**config.mk**
```make
export PLATFORM = sky130hd
export DESIGN_NAME = sntp_time_reply_parser_core
export DESIGN_NICKNAME = d
export VERILOG_FILES = /design/src/sv/strp_pkg.sv /design/src/sv/sntp_time_reply_parser_core.sv
export SDC_FILE = /design/constraint.sdc
export NUM_CORES = 1
export LEC_CHECK = 0
export BUFFER_PORTS_ARGS = -buffer_cell sky130_fd_sc_hd__buf_2
export CAP_MARGIN = 25
export CELL_PAD_IN_SITES_DETAIL_PLACEMENT = 0
export CELL_PAD_IN_SITES_GLOBAL_PLACEMENT = 1
export CORE_MARGIN = 2
export CORE_UTILIZATION = 40
export DETAILED_ROUTE_END_ITERATION = 10
export PLACE_DENSITY_LB_ADDON = 0.1
export SETUP_SLACK_MARGIN = 0.05
export SLEW_MARGIN = 5
export SYNTH_ARGS = -nofsm -noshare
export SYNTH_HDL_FRONTEND = slang
export SYNTH_SLANG_ARGS = --single-unit
```
**constraint.sdc**
```tcl
create_clock -name clk -period 8.7 [get_ports clk]
set_input_delay 2.61 -clock clk [delete_from_list [all_inputs] [get_ports clk]]
set_output_delay 2.61 -clock clk [all_outputs]
set_load 0.03 [all_outputs]
```
**src/sv/strp_pkg.sv**
```systemverilog
// Shared constants and character tables for the SNTP time reply parser.
// No dependencies; imported by sntp_time_reply_parser_core.
package strp_pkg;

  localparam int unsigned PREFIX_LEN = 13;
  localparam int unsigned PREFIX_POS_W = $clog2(PREFIX_LEN + 1);

  localparam logic [15:0] MIN_YEAR_RESET = 16'd2024;
  localparam logic [7:0] MAX_DAY = 8'd31;
  localparam logic [7:0] MAX_HOUR = 8'd23;
  localparam logic [7:0] MAX_MINUTE = 8'd59;
  localparam logic [7:0] MAX_SECOND = 8'd59;
  localparam logic [3:0] MAX_MONTH = 4'd12;

  localparam logic [7:0] CHAR_NUL = 8'h00;
  localparam logic [7:0] CHAR_PLUS = 8'h2B;
  localparam logic [7:0] CHAR_COLON = 8'h3A;
  localparam logic [7:0] CHAR_SPACE = 8'h20;
  localparam logic [7:0] CHAR_TAB = 8'h09;
  localparam logic [7:0] CHAR_CR = 8'h0D;
  localparam logic [7:0] CHAR_ZERO = 8'h30;
  localparam logic [7:0] CHAR_NINE = 8'h39;

  localparam int unsigned RESULT_DATA_W = 56;

  function automatic logic [7:0] prefix_char(input logic [PREFIX_POS_W-1:0] pos);
    logic [7:0] c;
    case (pos)
      4'd0: c = "+";
      4'd1: c = "C";
      4'd2: c = "I";
      4'd3: c = "P";
      4'd4: c = "S";
      4'd5: c = "N";
      4'd6: c = "T";
      4'd7: c = "P";
      4'd8: c = "T";
      4'd9: c = "I";
      4'd10: c = "M";
      4'd11: c = "E";
      4'd12: c = ":";
      default: c = CHAR_NUL;
    endcase
    return c;
  endfunction

  function automatic logic is_white(input logic [7:0] b);
    return (b == CHAR_SPACE) || (b >= CHAR_TAB && b <= CHAR_CR);
  endfunction

  function automatic logic [2:0] weekday_code(input logic [23:0] name);
    logic [2:0] code;
    case (name)
      "Mon": code = 3'd1;
      "Tue": code = 3'd2;
      "Wed": code = 3'd3;
      "Thu": code = 3'd4;
      "Fri": code = 3'd5;
      "Sat": code = 3'd6;
      "Sun": code = 3'd7;
      default: code = 3'd0;
    endcase
    return code;
  endfunction

  function automatic logic [3:0] month_code(input logic [23:0] name);
    logic [3:0] code;
    case (name)
      "Jan": code = 4'd1;
      "Feb": code = 4'd2;
      "Mar": code = 4'd3;
      "Apr": code = 4'd4;
      "May": code = 4'd5;
      "Jun": code = 4'd6;
      "Jul": code = 4'd7;
      "Aug": code = 4'd8;
      "Sep": code = 4'd9;
      "Oct": code = 4'd10;
      "Nov": code = 4'd11;
      "Dec": code = 4'd12;
      default: code = 4'd0;
    endcase
    return code;
  endfunction

endpackage

```
**src/sv/sntp_time_reply_parser_core.sv**
```systemverilog
// SNTP time reply parser: byte stream in, one time record per response out.
// Depends on strp_pkg for character tables and limits.
// When its last byte is accepted, a record is registered into the output register, or into the skid stage if held.
// Throughput: one byte per cycle while s_axis_tready is high; the parse state updates in a single pass per byte.
// s_axis_tready drops only while both the output register and the skid stage hold records.
// Reset: parse state cleared to prefix search, min_year set to 2024, no pending records.
module sntp_time_reply_parser_core
  import strp_pkg::*;
(
  input  logic                     clk,
  input  logic                     rst,
  input  logic                     cfg_wr_en,
  input  logic [15:0]              cfg_wr_data,   // min_year
  input  logic                     s_axis_tvalid,
  output logic                     s_axis_tready,
  input  logic [7:0]               s_axis_tdata,  // data_byte
  input  logic                     s_axis_tlast,  // last_byte
  output logic                     m_axis_tvalid,
  input  logic                     m_axis_tready,
  // weekday[2:0], month[6:3], day[14:7], hour[22:15], minute[30:23], second[38:31],
  // year[54:39], zero fill[55]
  output logic [RESULT_DATA_W-1:0] m_axis_tdata,
  output logic [0:0]               m_axis_tuser   // time_valid
);

  typedef enum logic [3:0] {
    PH_SEARCH  = 4'd0,
    PH_WDAY    = 4'd1,
    PH_MON     = 4'd2,
    PH_DAY     = 4'd3,
    PH_HOUR    = 4'd4,
    PH_COLON_A = 4'd5,
    PH_MIN     = 4'd6,
    PH_COLON_B = 4'd7,
    PH_SEC     = 4'd8,
    PH_YEAR    = 4'd9,
    PH_DONE    = 4'd10,
    PH_STOP    = 4'd11
  } phase_t;

  logic [15:0]             min_year;
  phase_t                  phase, phase_next;
  logic [PREFIX_POS_W-1:0] prefix_pos, prefix_pos_next;
  logic [7:0]              tok0, tok0_next, tok1, tok1_next, tok2, tok2_next;
  logic [1:0]              tok_len, tok_len_next;
  logic [15:0]             acc, acc_next;
  logic [2:0]              wday, wday_next;
  logic [3:0]              mon, mon_next;
  logic [7:0]              day, day_next, hour, hour_next;
  logic [7:0]              minute, minute_next, second, second_next;
  logic [15:0]             year, year_next;
  logic                    failed, failed_next;

  logic                    skid_valid;
  logic [RESULT_DATA_W-1:0] skid_tdata;
  logic                    skid_tuser;

  logic                    accept;
  logic                    byte_white;
  logic                    byte_digit;
  logic [3:0]              digit_val;
  logic [15:0]             acc_mul;
  logic                    res_valid;
  logic [RESULT_DATA_W-1:0] res_data;
  logic                    time_ok;

  assign s_axis_tready = !skid_valid;
  assign accept = s_axis_tvalid && s_axis_tready;
  assign byte_white = is_white(s_axis_tdata);
  assign byte_digit = (s_axis_tdata >= CHAR_ZERO) && (s_axis_tdata <= CHAR_NINE);
  assign digit_val = 4'(s_axis_tdata - CHAR_ZERO);
  assign acc_mul = 16'((acc << 3) + (acc << 1) + {12'd0, digit_val});

  always_comb begin
    phase_next = phase;
    prefix_pos_next = prefix_pos;
    tok0_next = tok0;
    tok1_next = tok1;
    tok2_next = tok2;
    tok_len_next = tok_len;
    acc_next = acc;
    wday_next = wday;
    mon_next = mon;
    day_next = day;
    hour_next = hour;
    minute_next = minute;
    second_next = second;
    year_next = year;
    failed_next = failed;
    res_valid = 1'b0;
    res_data = '0;
    time_ok = 1'b0;

    if (accept && s_axis_tdata != CHAR_NUL) begin
      case (phase)
        PH_SEARCH: begin
          if (s_axis_tdata == prefix_char(prefix_pos)) begin
            prefix_pos_next = prefix_pos + 1'b1;
            if (prefix_pos_next == PREFIX_POS_W'(PREFIX_LEN)) begin
              phase_next = PH_WDAY;
              tok_len_next = 2'd0;
            end
          end else begin
            prefix_pos_next = (s_axis_tdata == CHAR_PLUS) ? PREFIX_POS_W'(1) : '0;
          end
        end
        PH_WDAY, PH_MON: begin
          if (tok_len == 2'd0) begin
            if (!byte_white) begin
              tok0_next = s_axis_tdata;
              tok_len_next = 2'd1;
            end
          end else if (tok_len != 2'd3 && !byte_white) begin
            if (tok_len == 2'd1) begin
              tok1_next = s_axis_tdata;
            end else begin
              tok2_next = s_axis_tdata;
            end
            tok_len_next = tok_len + 2'd1;
          end else begin
            tok_len_next = 2'd0;
            if (phase == PH_WDAY) begin
              wday_next = (tok_len == 2'd3) ? weekday_code({tok0, tok1, tok2}) : 3'd0;
              phase_next = PH_MON;
              if (!byte_white) begin
                tok0_next = s_axis_tdata;
                tok_len_next = 2'd1;
              end
            end else begin
              mon_next = (tok_len == 2'd3) ? month_code({tok0, tok1, tok2}) : 4'd0;
              phase_next = PH_DAY;
              if (byte_digit) begin
                acc_next = {12'd0, digit_val};
                tok_len_next = 2'd1;
              end else if (!byte_white) begin
                failed_next = 1'b1;
                phase_next = PH_STOP;
              end
            end
          end
        end
        PH_DAY, PH_HOUR, PH_MIN, PH_SEC, PH_YEAR: begin
          if (byte_digit) begin
            acc_next = (tok_len != 2'd0) ? acc_mul : {12'd0, digit_val};
            tok_len_next = 2'd1;
          end else if (tok_len == 2'd0) begin
            if (!byte_white) begin
              failed_next = 1'b1;
              phase_next = PH_STOP;
            end
          end else begin
            tok_len_next = 2'd0;
            acc_next = '0;
            case (phase)
              PH_DAY: begin
                day_next = acc[7:0];
                phase_next = PH_HOUR;
              end
              PH_HOUR: begin
                hour_next = acc[7:0];
                phase_next = PH_COLON_A;
              end
              PH_MIN: begin
                minute_next = acc[7:0];
                phase_next = PH_COLON_B;
              end
              PH_SEC: begin
                second_next = acc[7:0];
                phase_next = PH_YEAR;
              end
              default: begin
                year_next = acc;
                phase_next = PH_DONE;
              end
            endcase
            if (phase == PH_DAY || phase == PH_SEC) begin
              if (!byte_white) begin
                failed_next = 1'b1;
                phase_next = PH_STOP;
              end
            end else if (phase == PH_HOUR || phase == PH_MIN) begin
              if (s_axis_tdata == CHAR_COLON) begin
                phase_next = (phase == PH_HOUR) ? PH_MIN : PH_SEC;
              end else begin
                failed_next = 1'b1;
                phase_next = PH_STOP;
              end
            end
          end
        end
        PH_COLON_A, PH_COLON_B: begin
          if (s_axis_tdata == CHAR_COLON) begin
            phase_next = (phase == PH_COLON_A) ? PH_MIN : PH_SEC;
            tok_len_next = 2'd0;
          end else begin
            failed_next = 1'b1;
            phase_next = PH_STOP;
          end
        end
        default: begin
        end
      endcase
    end

    if (accept && (s_axis_tdata == CHAR_NUL || s_axis_tlast)) begin
      if (phase_next == PH_YEAR && tok_len_next != 2'd0) begin
        year_next = acc_next;
        tok_len_next = 2'd0;
        acc_next = '0;
        phase_next = PH_DONE;
      end
      if (phase_next != PH_DONE) begin
        phase_next = PH_STOP;
      end
    end

    if (accept && s_axis_tlast) begin
      time_ok = (phase_next == PH_DONE) && !failed_next &&
                (wday_next != 3'd0) && (mon_next != 4'd0) && (mon_next <= MAX_MONTH) &&
                (year_next >= min_year) &&
                (day_next != 8'd0) && (day_next <= MAX_DAY) &&
                (hour_next <= MAX_HOUR) && (minute_next <= MAX_MINUTE) &&
                (second_next <= MAX_SECOND);
      res_valid = time_ok;
      if (time_ok) begin
        res_data = {1'b0, year_next, second_next, minute_next, hour_next, day_next,
                    mon_next, wday_next};
      end
      phase_next = PH_SEARCH;
      prefix_pos_next = '0;
      tok0_next = '0;
      tok1_next = '0;
      tok2_next = '0;
      tok_len_next = 2'd0;
      acc_next = '0;
      wday_next = '0;
      mon_next = '0;
      day_next = '0;
      hour_next = '0;
      minute_next = '0;
      second_next = '0;
      year_next = '0;
      failed_next = 1'b0;
    end
  end

  always_ff @(posedge clk) begin
    if (rst) begin
      min_year <= MIN_YEAR_RESET;
      phase <= PH_SEARCH;
      prefix_pos <= '0;
      tok0 <= '0;
      tok1 <= '0;
      tok2 <= '0;
      tok_len <= 2'd0;
      acc <= '0;
      wday <= '0;
      mon <= '0;
      day <= '0;
      hour <= '0;
      minute <= '0;
      second <= '0;
      year <= '0;
      failed <= 1'b0;
    end else begin
      if (cfg_wr_en) begin
        min_year <= cfg_wr_data;
      end
      phase <= phase_next;
      prefix_pos <= prefix_pos_next;
      tok0 <= tok0_next;
      tok1 <= tok1_next;
      tok2 <= tok2_next;
      tok_len <= tok_len_next;
      acc <= acc_next;
      wday <= wday_next;
      mon <= mon_next;
      day <= day_next;
      hour <= hour_next;
      minute <= minute_next;
      second <= second_next;
      year <= year_next;
      failed <= failed_next;
    end
  end

  // Output register with a one-word skid stage behind it.
  always_ff @(posedge clk) begin
    if (rst) begin
      m_axis_tvalid <= 1'b0;
      skid_valid <= 1'b0;
    end else begin
      if (accept && s_axis_tlast) begin
        m_axis_tvalid <= 1'b1;
      end else if (m_axis_tvalid && m_axis_tready && !skid_valid) begin
        m_axis_tvalid <= 1'b0;
      end
      if (m_axis_tvalid && m_axis_tready) begin
        skid_valid <= 1'b0;
      end else if (accept && s_axis_tlast && m_axis_tvalid) begin
        skid_valid <= 1'b1;
      end
    end
  end

  always_ff @(posedge clk) begin
    if (m_axis_tvalid && m_axis_tready && skid_valid) begin
      m_axis_tdata <= skid_tdata;
      m_axis_tuser <= skid_tuser;
    end else if (accept && s_axis_tlast) begin
      if (m_axis_tvalid && !m_axis_tready) begin
        skid_tdata <= res_data;
        skid_tuser <= res_valid;
      end else begin
        m_axis_tdata <= res_data;
        m_axis_tuser <= res_valid;
      end
    end
  end

`ifndef ASSERT_OFF
  assert property (@(posedge clk) disable iff (rst) skid_valid |-> m_axis_tvalid)
    else $error("skid stage holds a word while output register is empty");

  assert property (@(posedge clk) disable iff (rst)
    (s_axis_tvalid && s_axis_tready && s_axis_tlast) |=> m_axis_tvalid)
    else $error("last byte accepted but no record presented");

  assert property (@(posedge clk) disable iff (rst)
    (s_axis_tvalid && s_axis_tready && s_axis_tlast) |=>
      (phase == PH_SEARCH && prefix_pos == '0 && !failed))
    else $error("parse state not cleared after last byte");

  assert property (@(posedge clk) disable iff (rst)
    (m_axis_tvalid && !m_axis_tuser[0]) |-> (m_axis_tdata == '0))
    else $error("invalid record carries nonzero fields");

  assert property (@(posedge clk) disable iff (rst)
    (m_axis_tvalid && m_axis_tuser[0]) |->
      (m_axis_tdata[2:0] != 3'd0 && m_axis_tdata[6:3] != 4'd0 &&
       m_axis_tdata[6:3] <= MAX_MONTH && m_axis_tdata[14:7] != 8'd0))
    else $error("valid record with out-of-range weekday, month or day");
`endif

endmodule
```
Word level (Yosys, flattened, before mapping)
Memories as Yosys holds them, arrays and structs flattened. A register that Yosys moved wholly into a read port is not among the register bits.
Cells that the tools add are included.
- register bits after elaboration: 238
- ROM bits: 112
- input port bits: 30
- output and inout port bits: 59
- logic and storage cells: 259
- memories: 1
- $add $sub $neg: 5
- magnitude comparators: 10
- equality and inequality tests: 41
- muxes and demuxes: 122
- bitwise gates (word level): 3
- reductions and logical operators: 55
- memories (name ; depth ; width ; read ports ; clocked after Yosys merged registers in ; write ports ; line ; RTL):
    (no name shown) ; 16 ; 7 ; 1 ; 1 ; 0 ; strp_pkg.sv:28 ; case (pos)
- operators with widths (operator ; number):
    24-bit by 23-bit equality test with 1-bit output (second input constant) ; 19
    16-bit two-way mux ; 17
    8-bit two-way mux ; 26
    56-bit two-way mux ; 3
    4-bit two-way mux ; 31
    55-bit two-way mux ; 1
    4-bit case mux with 12 select lines ; 1
    16-bit case mux with 2 select lines ; 1
    4-bit case mux with 4 select lines ; 2
    8-bit by 6-bit equality test with 1-bit output (second input constant) ; 3
    8-bit by 6-bit less-or-equal comparator with 1-bit output (second input constant) ; 3
    2-bit two-way mux ; 12
    1-bit logical AND ; 23
    3-bit case mux with 7 select lines ; 1
    4-bit equality test (second input constant) ; 5
    1-bit two-way mux ; 19
    3-bit two-way mux ; 6
    16-bit adder ; 1
    16-bit by 4-bit adder with 16-bit output ; 1
    4-bit by 3-bit equality test with 1-bit output (second input constant) ; 4
    16-bit >= comparator ; 1
    8-bit by 5-bit less-or-equal comparator with 1-bit output (second input constant) ; 2
    8-bit nonzero test ; 2
    5-bit AND reduction ; 2
    other kinds (31) ; 50

Logic depth before layout (Yosys ltp)
- word-level depth: 32
- mapped depth: 26
- mapped depth without buffers: 23

Worst setup path after synthesis
OpenSTA, ideal clock, no wires.
- path type: input -> register
- from: input port s_axis_tdata[0]
- to: register skid_tdata[27], data pin
- library setup time: 266 ps
- data arrival time: 7262 ps
- data required time: 8434 ps
- path slack: 1172 ps
- cell stages on the path: 25
- path buffers: 5
- path through: buf_2 > or4b_4 > a211oi_4 > or2_1 > buf_2 > a211oi_1 > a211o_1 > and2_1 > a2111oi_4 > buf_4 > buf_2 > nand2_1 > o21ai_0 > ha_1 > nand2b_1 > a21o_1 > a21o_1 > a21oi_1 > o21ai_0 > a221oi_1 > o21ai_0 > and4bb_1 > o21ai_2 > clkbuf_1 > nor2_1
- word-level cells in the longest chain between the ends: 29
- elaborated cells between the ends (all ways): 121
- those cells by class: add/sub (2); order compare (10); eq/ne (6); mux (77); reduce/logical (26)
- RTL lines (what ; line ; RTL):
    start, declared ; sntp_time_reply_parser_core.sv:16 ; input logic [7:0] s_axis_tdata,
    8-bit by 4-bit >= comparator with 1-bit output / 8-bit by 4-bit less-or-equal comparator with 1-bit output (equally long branches) ; strp_pkg.sv:48 ; return (b == CHAR_SPACE) || (b >= CHAR_TAB && b <= CHAR_CR);
    1-bit logical AND ; strp_pkg.sv:48 ;
    1-bit logical OR ; strp_pkg.sv:48 ;
    4-bit two-way mux ; sntp_time_reply_parser_core.sv:135 ; end else if (!byte_white) begin
    4-bit two-way mux ; sntp_time_reply_parser_core.sv:132 ; if (byte_digit) begin
    4-bit two-way mux ; sntp_time_reply_parser_core.sv:122 ; if (phase == PH_WDAY) begin
    4-bit two-way mux ; sntp_time_reply_parser_core.sv:113 ; end else if (tok_len != 2'd3 && !byte_white) begin
    4-bit two-way mux ; sntp_time_reply_parser_core.sv:108 ; if (tok_len == 2'd0) begin
    [9 not listed] ; -- ;
    4-bit equality test ; sntp_time_reply_parser_core.sv:218 ; time_ok = (phase_next == PH_DONE) && !failed_next &&
    1-bit logical AND (2 in a row) ; sntp_time_reply_parser_core.sv:218 ;
    1-bit logical AND (3 in a row) ; sntp_time_reply_parser_core.sv:219 ; (wday_next != 3'd0) && (mon_next != 4'd0) && (mon_next <= MAX_MONTH) &&
    1-bit logical AND ; sntp_time_reply_parser_core.sv:220 ; (year_next >= min_year) &&
    1-bit logical AND (2 in a row) ; sntp_time_reply_parser_core.sv:221 ; (day_next != 8'd0) && (day_next <= MAX_DAY) &&
    1-bit logical AND (2 in a row) ; sntp_time_reply_parser_core.sv:222 ; (hour_next <= MAX_HOUR) && (minute_next <= MAX_MINUTE) &&
    55-bit two-way mux * ; sntp_time_reply_parser_core.sv:225 ; if (time_ok) begin
    net res_data[27] ; sntp_time_reply_parser_core.sv:64 ; logic [RESULT_DATA_W-1:0] res_data;
    end signal, assigned ; sntp_time_reply_parser_core.sv:312 ; skid_tdata <= res_data;
    end, declared ; sntp_time_reply_parser_core.sv:55 ; logic [RESULT_DATA_W-1:0] skid_tdata;
The timed path passes the listed nets; every way through them passes the cells marked *. The select of a mux whose other input is x is not followed.
A chain may end at the register's enable or synchronous reset.

Worst setup path in the final report
- from: input port s_axis_tdata[2]
- to: register m_axis_tdata[19], data pin
- word-level cells in the longest chain between the ends: 32
- elaborated cells between the ends (all ways): 124
- those cells by class: add/sub (2); order compare (10); eq/ne (6); mux (80); reduce/logical (26)
- RTL lines (what ; line ; RTL):
    8-bit by 4-bit >= comparator with 1-bit output / 8-bit by 4-bit less-or-equal comparator with 1-bit output (equally long branches) ; strp_pkg.sv:48 ;
    1-bit logical AND ; strp_pkg.sv:48 ;
    1-bit logical OR ; strp_pkg.sv:48 ;
    4-bit two-way mux ; sntp_time_reply_parser_core.sv:135 ;
    4-bit two-way mux ; sntp_time_reply_parser_core.sv:132 ;
    4-bit two-way mux ; sntp_time_reply_parser_core.sv:122 ;
    4-bit two-way mux ; sntp_time_reply_parser_core.sv:113 ;
    4-bit two-way mux ; sntp_time_reply_parser_core.sv:108 ;
    [12 not listed] ; -- ;
    1-bit logical AND (3 in a row) ; sntp_time_reply_parser_core.sv:219 ;
    1-bit logical AND ; sntp_time_reply_parser_core.sv:220 ;
    1-bit logical AND (2 in a row) ; sntp_time_reply_parser_core.sv:221 ;
    1-bit logical AND (2 in a row) ; sntp_time_reply_parser_core.sv:222 ;
    55-bit two-way mux * ; sntp_time_reply_parser_core.sv:225 ;
    56-bit two-way mux * ; sntp_time_reply_parser_core.sv:311 ; if (m_axis_tvalid && !m_axis_tready) begin
    56-bit two-way mux * ; sntp_time_reply_parser_core.sv:310 ; end else if (accept && s_axis_tlast) begin
    56-bit two-way mux * ; sntp_time_reply_parser_core.sv:307 ; if (m_axis_tvalid && m_axis_tready && skid_valid) begin
    end signal, assigned ; sntp_time_reply_parser_core.sv:308 ; m_axis_tdata <= skid_tdata;
    end signal, assigned ; sntp_time_reply_parser_core.sv:315 ; m_axis_tdata <= res_data;
    end, declared ; sntp_time_reply_parser_core.sv:22 ; output logic [RESULT_DATA_W-1:0] m_axis_tdata,
Mark *: on every way between the ends. The rest lies on a longest branch, timed or not. The select of a mux whose other input is x is not followed.

==> metrics.csv <==
stage,metric,value,unit
floorplanning,placeableCoreArea,0.0306,mm^2
clock_tree,cts_sinks,243,
grt,first_global_vias,9682,
synthesis,synth.lib_cells_used.distinct,86,
critical_path,worstPathCellList,buf_2 -> or2_1 -> o311ai_0 -> a32o_1 -> a21oi_1 -> a211o_1 -> and2_1 -> a2111oi_4 -> buf_12 -> a21oi_1 -> o221a_2 -> inv_1 -> ha_1 -> o21ai_0 -> nand2b_1 -> a21oi_1 -> nor3_1 -> a221oi_1 -> o21ai_0 -> and4bb_1 -> o21ai_4 -> buf_12 -> o31ai_1,
route,via_per_inst,5.47,
timing,setup_viol,0,
critical_path,delay_of_the_slowest_critical_path_stage,0.81,ns
timing,max_freq,127,MHz
synthesis,asyncSetResetFlopFracSynth,0,
route,drt_pass1_iterations,5,
grt,gr_met1_demand_resource,0.269,
outcome,run_status,finished clean,
timing,slew_headroom,0.383,
power,p_leak,5.64,nW
critical_path,crit_path_start_kind,primary input,
route,vias,9974,
clock_tree,cts_buffer_depth,3,
critical_path,timing.critical_path.buf_inv,4,
placement,dp.final_hpwl,23400,um
critical_path,cp_slowest_cell,o311ai_0,
timing,final.period_utilization,0.905,
critical_path,cp.required,8.95,ns
grt,grt_overflow_total,0,
synthesis,post_synth.cell_area_avg,9.34,um^2
final_layout,final_common_cell,nor2_1,
critical_path,r2r-end,m_axis_tdata[19],
critical_path,startpoint,s_axis_tdata[2],
floorplanning,io-pin-count,89,
floorplanning,placementRows,64,
timing,final_period_minus_worst_setup_slack,7.87,ns
critical_path,cpLargestDelayFamily,compound AO/OA/AOI/OAI gates,
timing,final_hold_viol_count,0,
final_layout,fin_area,0.0142,mm^2
final_layout,final_cell_mix,"nor2_1, nand2_1, dfxtp_1, edfxtp_1, buf_2",
timing,setup_tns,0,ns
min_path,timing.hold.worst_endpoint,hour[7],
power,power.density_cell_area,176,mW/mm^2
critical_path,critPathMaxFanout,46,
final_layout,drive_above_1_share,0.125,
floorplanning,die-width,180,um
synthesis,mappedNetlistArea,0.0124,mm^2
grt,met3_usage,0.0319,
timing,worst_pin_slew,0.925,ns
final_layout,areaGrowthSynthToFinish,14.1,%
critical_path,timing.setup.critical_path_class,in2reg,
synthesis,synthesis.instances,1331,
critical_path,arrival,8.12,ns
final_layout,antenna_cells,0,
clock_tree,cts-buffers-inserted,28,
critical_path,worst_r2r_startpoint,tok_len[0],
route,wl_per_cell,18.3,um
final_layout,n_fill_cell,2988,
critical_path,critical_path.most_common_cell,a21oi_1,
synthesis,synth-main-ff-cell,dfxtp_1,
route,drtIter0Drc,628,
critical_path,worstSetupEndpointType,flip-flop,
placement,numPortBuffers,87,
grt,globalRouteMet2Util,0.356,
grt,grt_max_degree,77,
power,peakVddDrop,121,uV
critical_path,worstRegToRegCells,25,
critical_path,r2r_setup_slack,2.41,ns
flow_run,drv_cap,0,
clock_tree,clock_tree.root_cell,clkbuf_16,
grt,grt_first_pass_wirelength,54100,um
route,drcViolationCount,0,
route,wl,33400,um
synthesis,ys_seq_area_frac,0.482,
timing,rsz_0062_raised_after_global_routing,false,
clock_tree,h-tree-depth,1,
clock_tree,post_cts_buffers,0,
clock_tree,cts-resized-gates,0,
timing,worst_clk_skew,0.0187,ns
route,route.antenna.remaining_nets,0,
floorplanning,design.die.area,0.0325,mm^2
clock_tree,clk_pin_slew_worst_paths,0.06,ns
floorplanning,initial_utilization,0.406,
grt,grt_util_all_layers,0.205,
synthesis,postSynthRegisterBits,243,
min_path,timing.hold.worst.start,hour[7],
timing,timing.final.max_slew_violations,0,
final_layout,layout.nets,1489,
clock_tree,clock_tree_from_tritoncts,yes,
clock_tree,cts_hold_repair.buffers,0,
floorplanning,die_height,180,um
min_path,worst_hold_path_type,reg2reg,
placement,placedInstanceArea,0.0133,mm^2
grt,global_route.peak_usage_layer,met2,
clock_tree,clk_latency,0.54,ns
min_path,holdPathStages,2,
grt,antenna_found_initial,3,
placement,place_congestion,0.869,
synthesis,number_of_enable_flip_flop_cells_after_synthesis,112,
synthesis,synth-warning-count,0,
[where the power goes]
part	leakage [nW]	switching (mW)	internal, mW
Combinational	3.19	0.120	0.0495
Clock	0.417	0.461	0.638
Sequential	2.03	0.0129	1.21
[metrics by stage]
step | utilization | cells | hold WS [ns] | power [mW] | setup WS [ns]
global placement | 0.435 | 1772 | 0.444 | 1.42 | 0.363
CTS | 0.463 | 1824 | 0.455 | 2.53 | 0.870
global route | 0.463 | 1824 | 0.497 | 2.59 | 0.338
detailed placement | 0.435 | 1772 | 0.447 | 1.42 | 0.311
finish | 0.463 | 1824 | 0.456 | 2.49 | 0.826
floorplan | - | 1341 | 0.433 | 1.36 | 1.17
[layer usage]
layer,part of all wire,vias to the layer above
met4,0.021,4
met5,0.00075,-
met1,0.44,4719
li1,-,4943
met3,0.047,54
met2,0.49,254
[cells in the mapped netlist, drive strengths merged (25+ instances only)]
cell type  instances  area, um^2
mux2i             52         521
inv               59         221
nand3             30         150
clkbuf            57         214
nor3              25         130
o31ai             46         345
edfxtp           112        3360
nand2            159         597
dfxtp            131        2620
ha                51         638
a21oi             67         335
nor2             203         762
o21ai             37         189
[worst max-delay path by stage]
stage,to,slack (ns),cells past startpoint
finish,m_axis_tdata[19],0.83,23
detailed placement,m_axis_tdata[35],0.31,23
global placement,m_axis_tdata[2],0.36,23
floorplan,skid_tdata[27],1.17,25
global route,m_axis_tdata[6],0.34,21
CTS,m_axis_tdata[35],0.87,23
[cell type report]
type                            count  area, um^2  share of cell area
Timing Repair Buffer              112         648              0.0457
Inverter                           60         225              0.0159
Multi-Input combinational cell    961        5960               0.421
Clock buffer                       44         812              0.0573
Sequential cell                   243        5990               0.422
Tap cell                          396         495              0.0350
Clock inverter                      8        43.8             0.00309
[sequential cells by signal (all words and copies together), names as in the netlist, 8 cells and up, named ones only]
register / flops
second: 8
tok2: 8
minute: 8
m_axis_tdata: 55
tok1: 8
acc: 16
skid_tdata: 55
day: 8
year: 16
tok0: 8
min_year: 16
hour: 8
[cells by family after synthesis]
kind of cell / share of synthesized area
AO/OA/AOI/OAI: 0.142
flip-flops: 0.482
other: 0.000302
adder cells (fa/ha/maj): 0.0546
XOR/XNOR: 0.0106
multiplexers: 0.0455
AND/OR/NAND/NOR: 0.221
buffers and inverters: 0.0436
[worst register-to-register path, cell delays in order (launching register included)]
cell and delay [ns]:
dfxtp_1 0.38, inv_1 0.11, ha_1 0.43, buf_4 0.28, inv_1 0.34, a211oi_1 0.09
a311o_1 0.33, a31oi_1 0.18, o2111ai_1 0.16, and3_1 0.28, a2111oi_4 0.47, buf_12 0.23
a21oi_1 0.12, o221a_2 0.36, inv_1 0.07, ha_1 0.21, o21ai_0 0.15, nand2b_1 0.08
a21oi_1 0.17, nor3_1 0.07, a221oi_1 0.37, o21ai_0 0.19, and4bb_1 0.27, o21ai_4 0.22
buf_12 0.29, o31ai_1 0.16
Power figures use the tool's default switching activity.
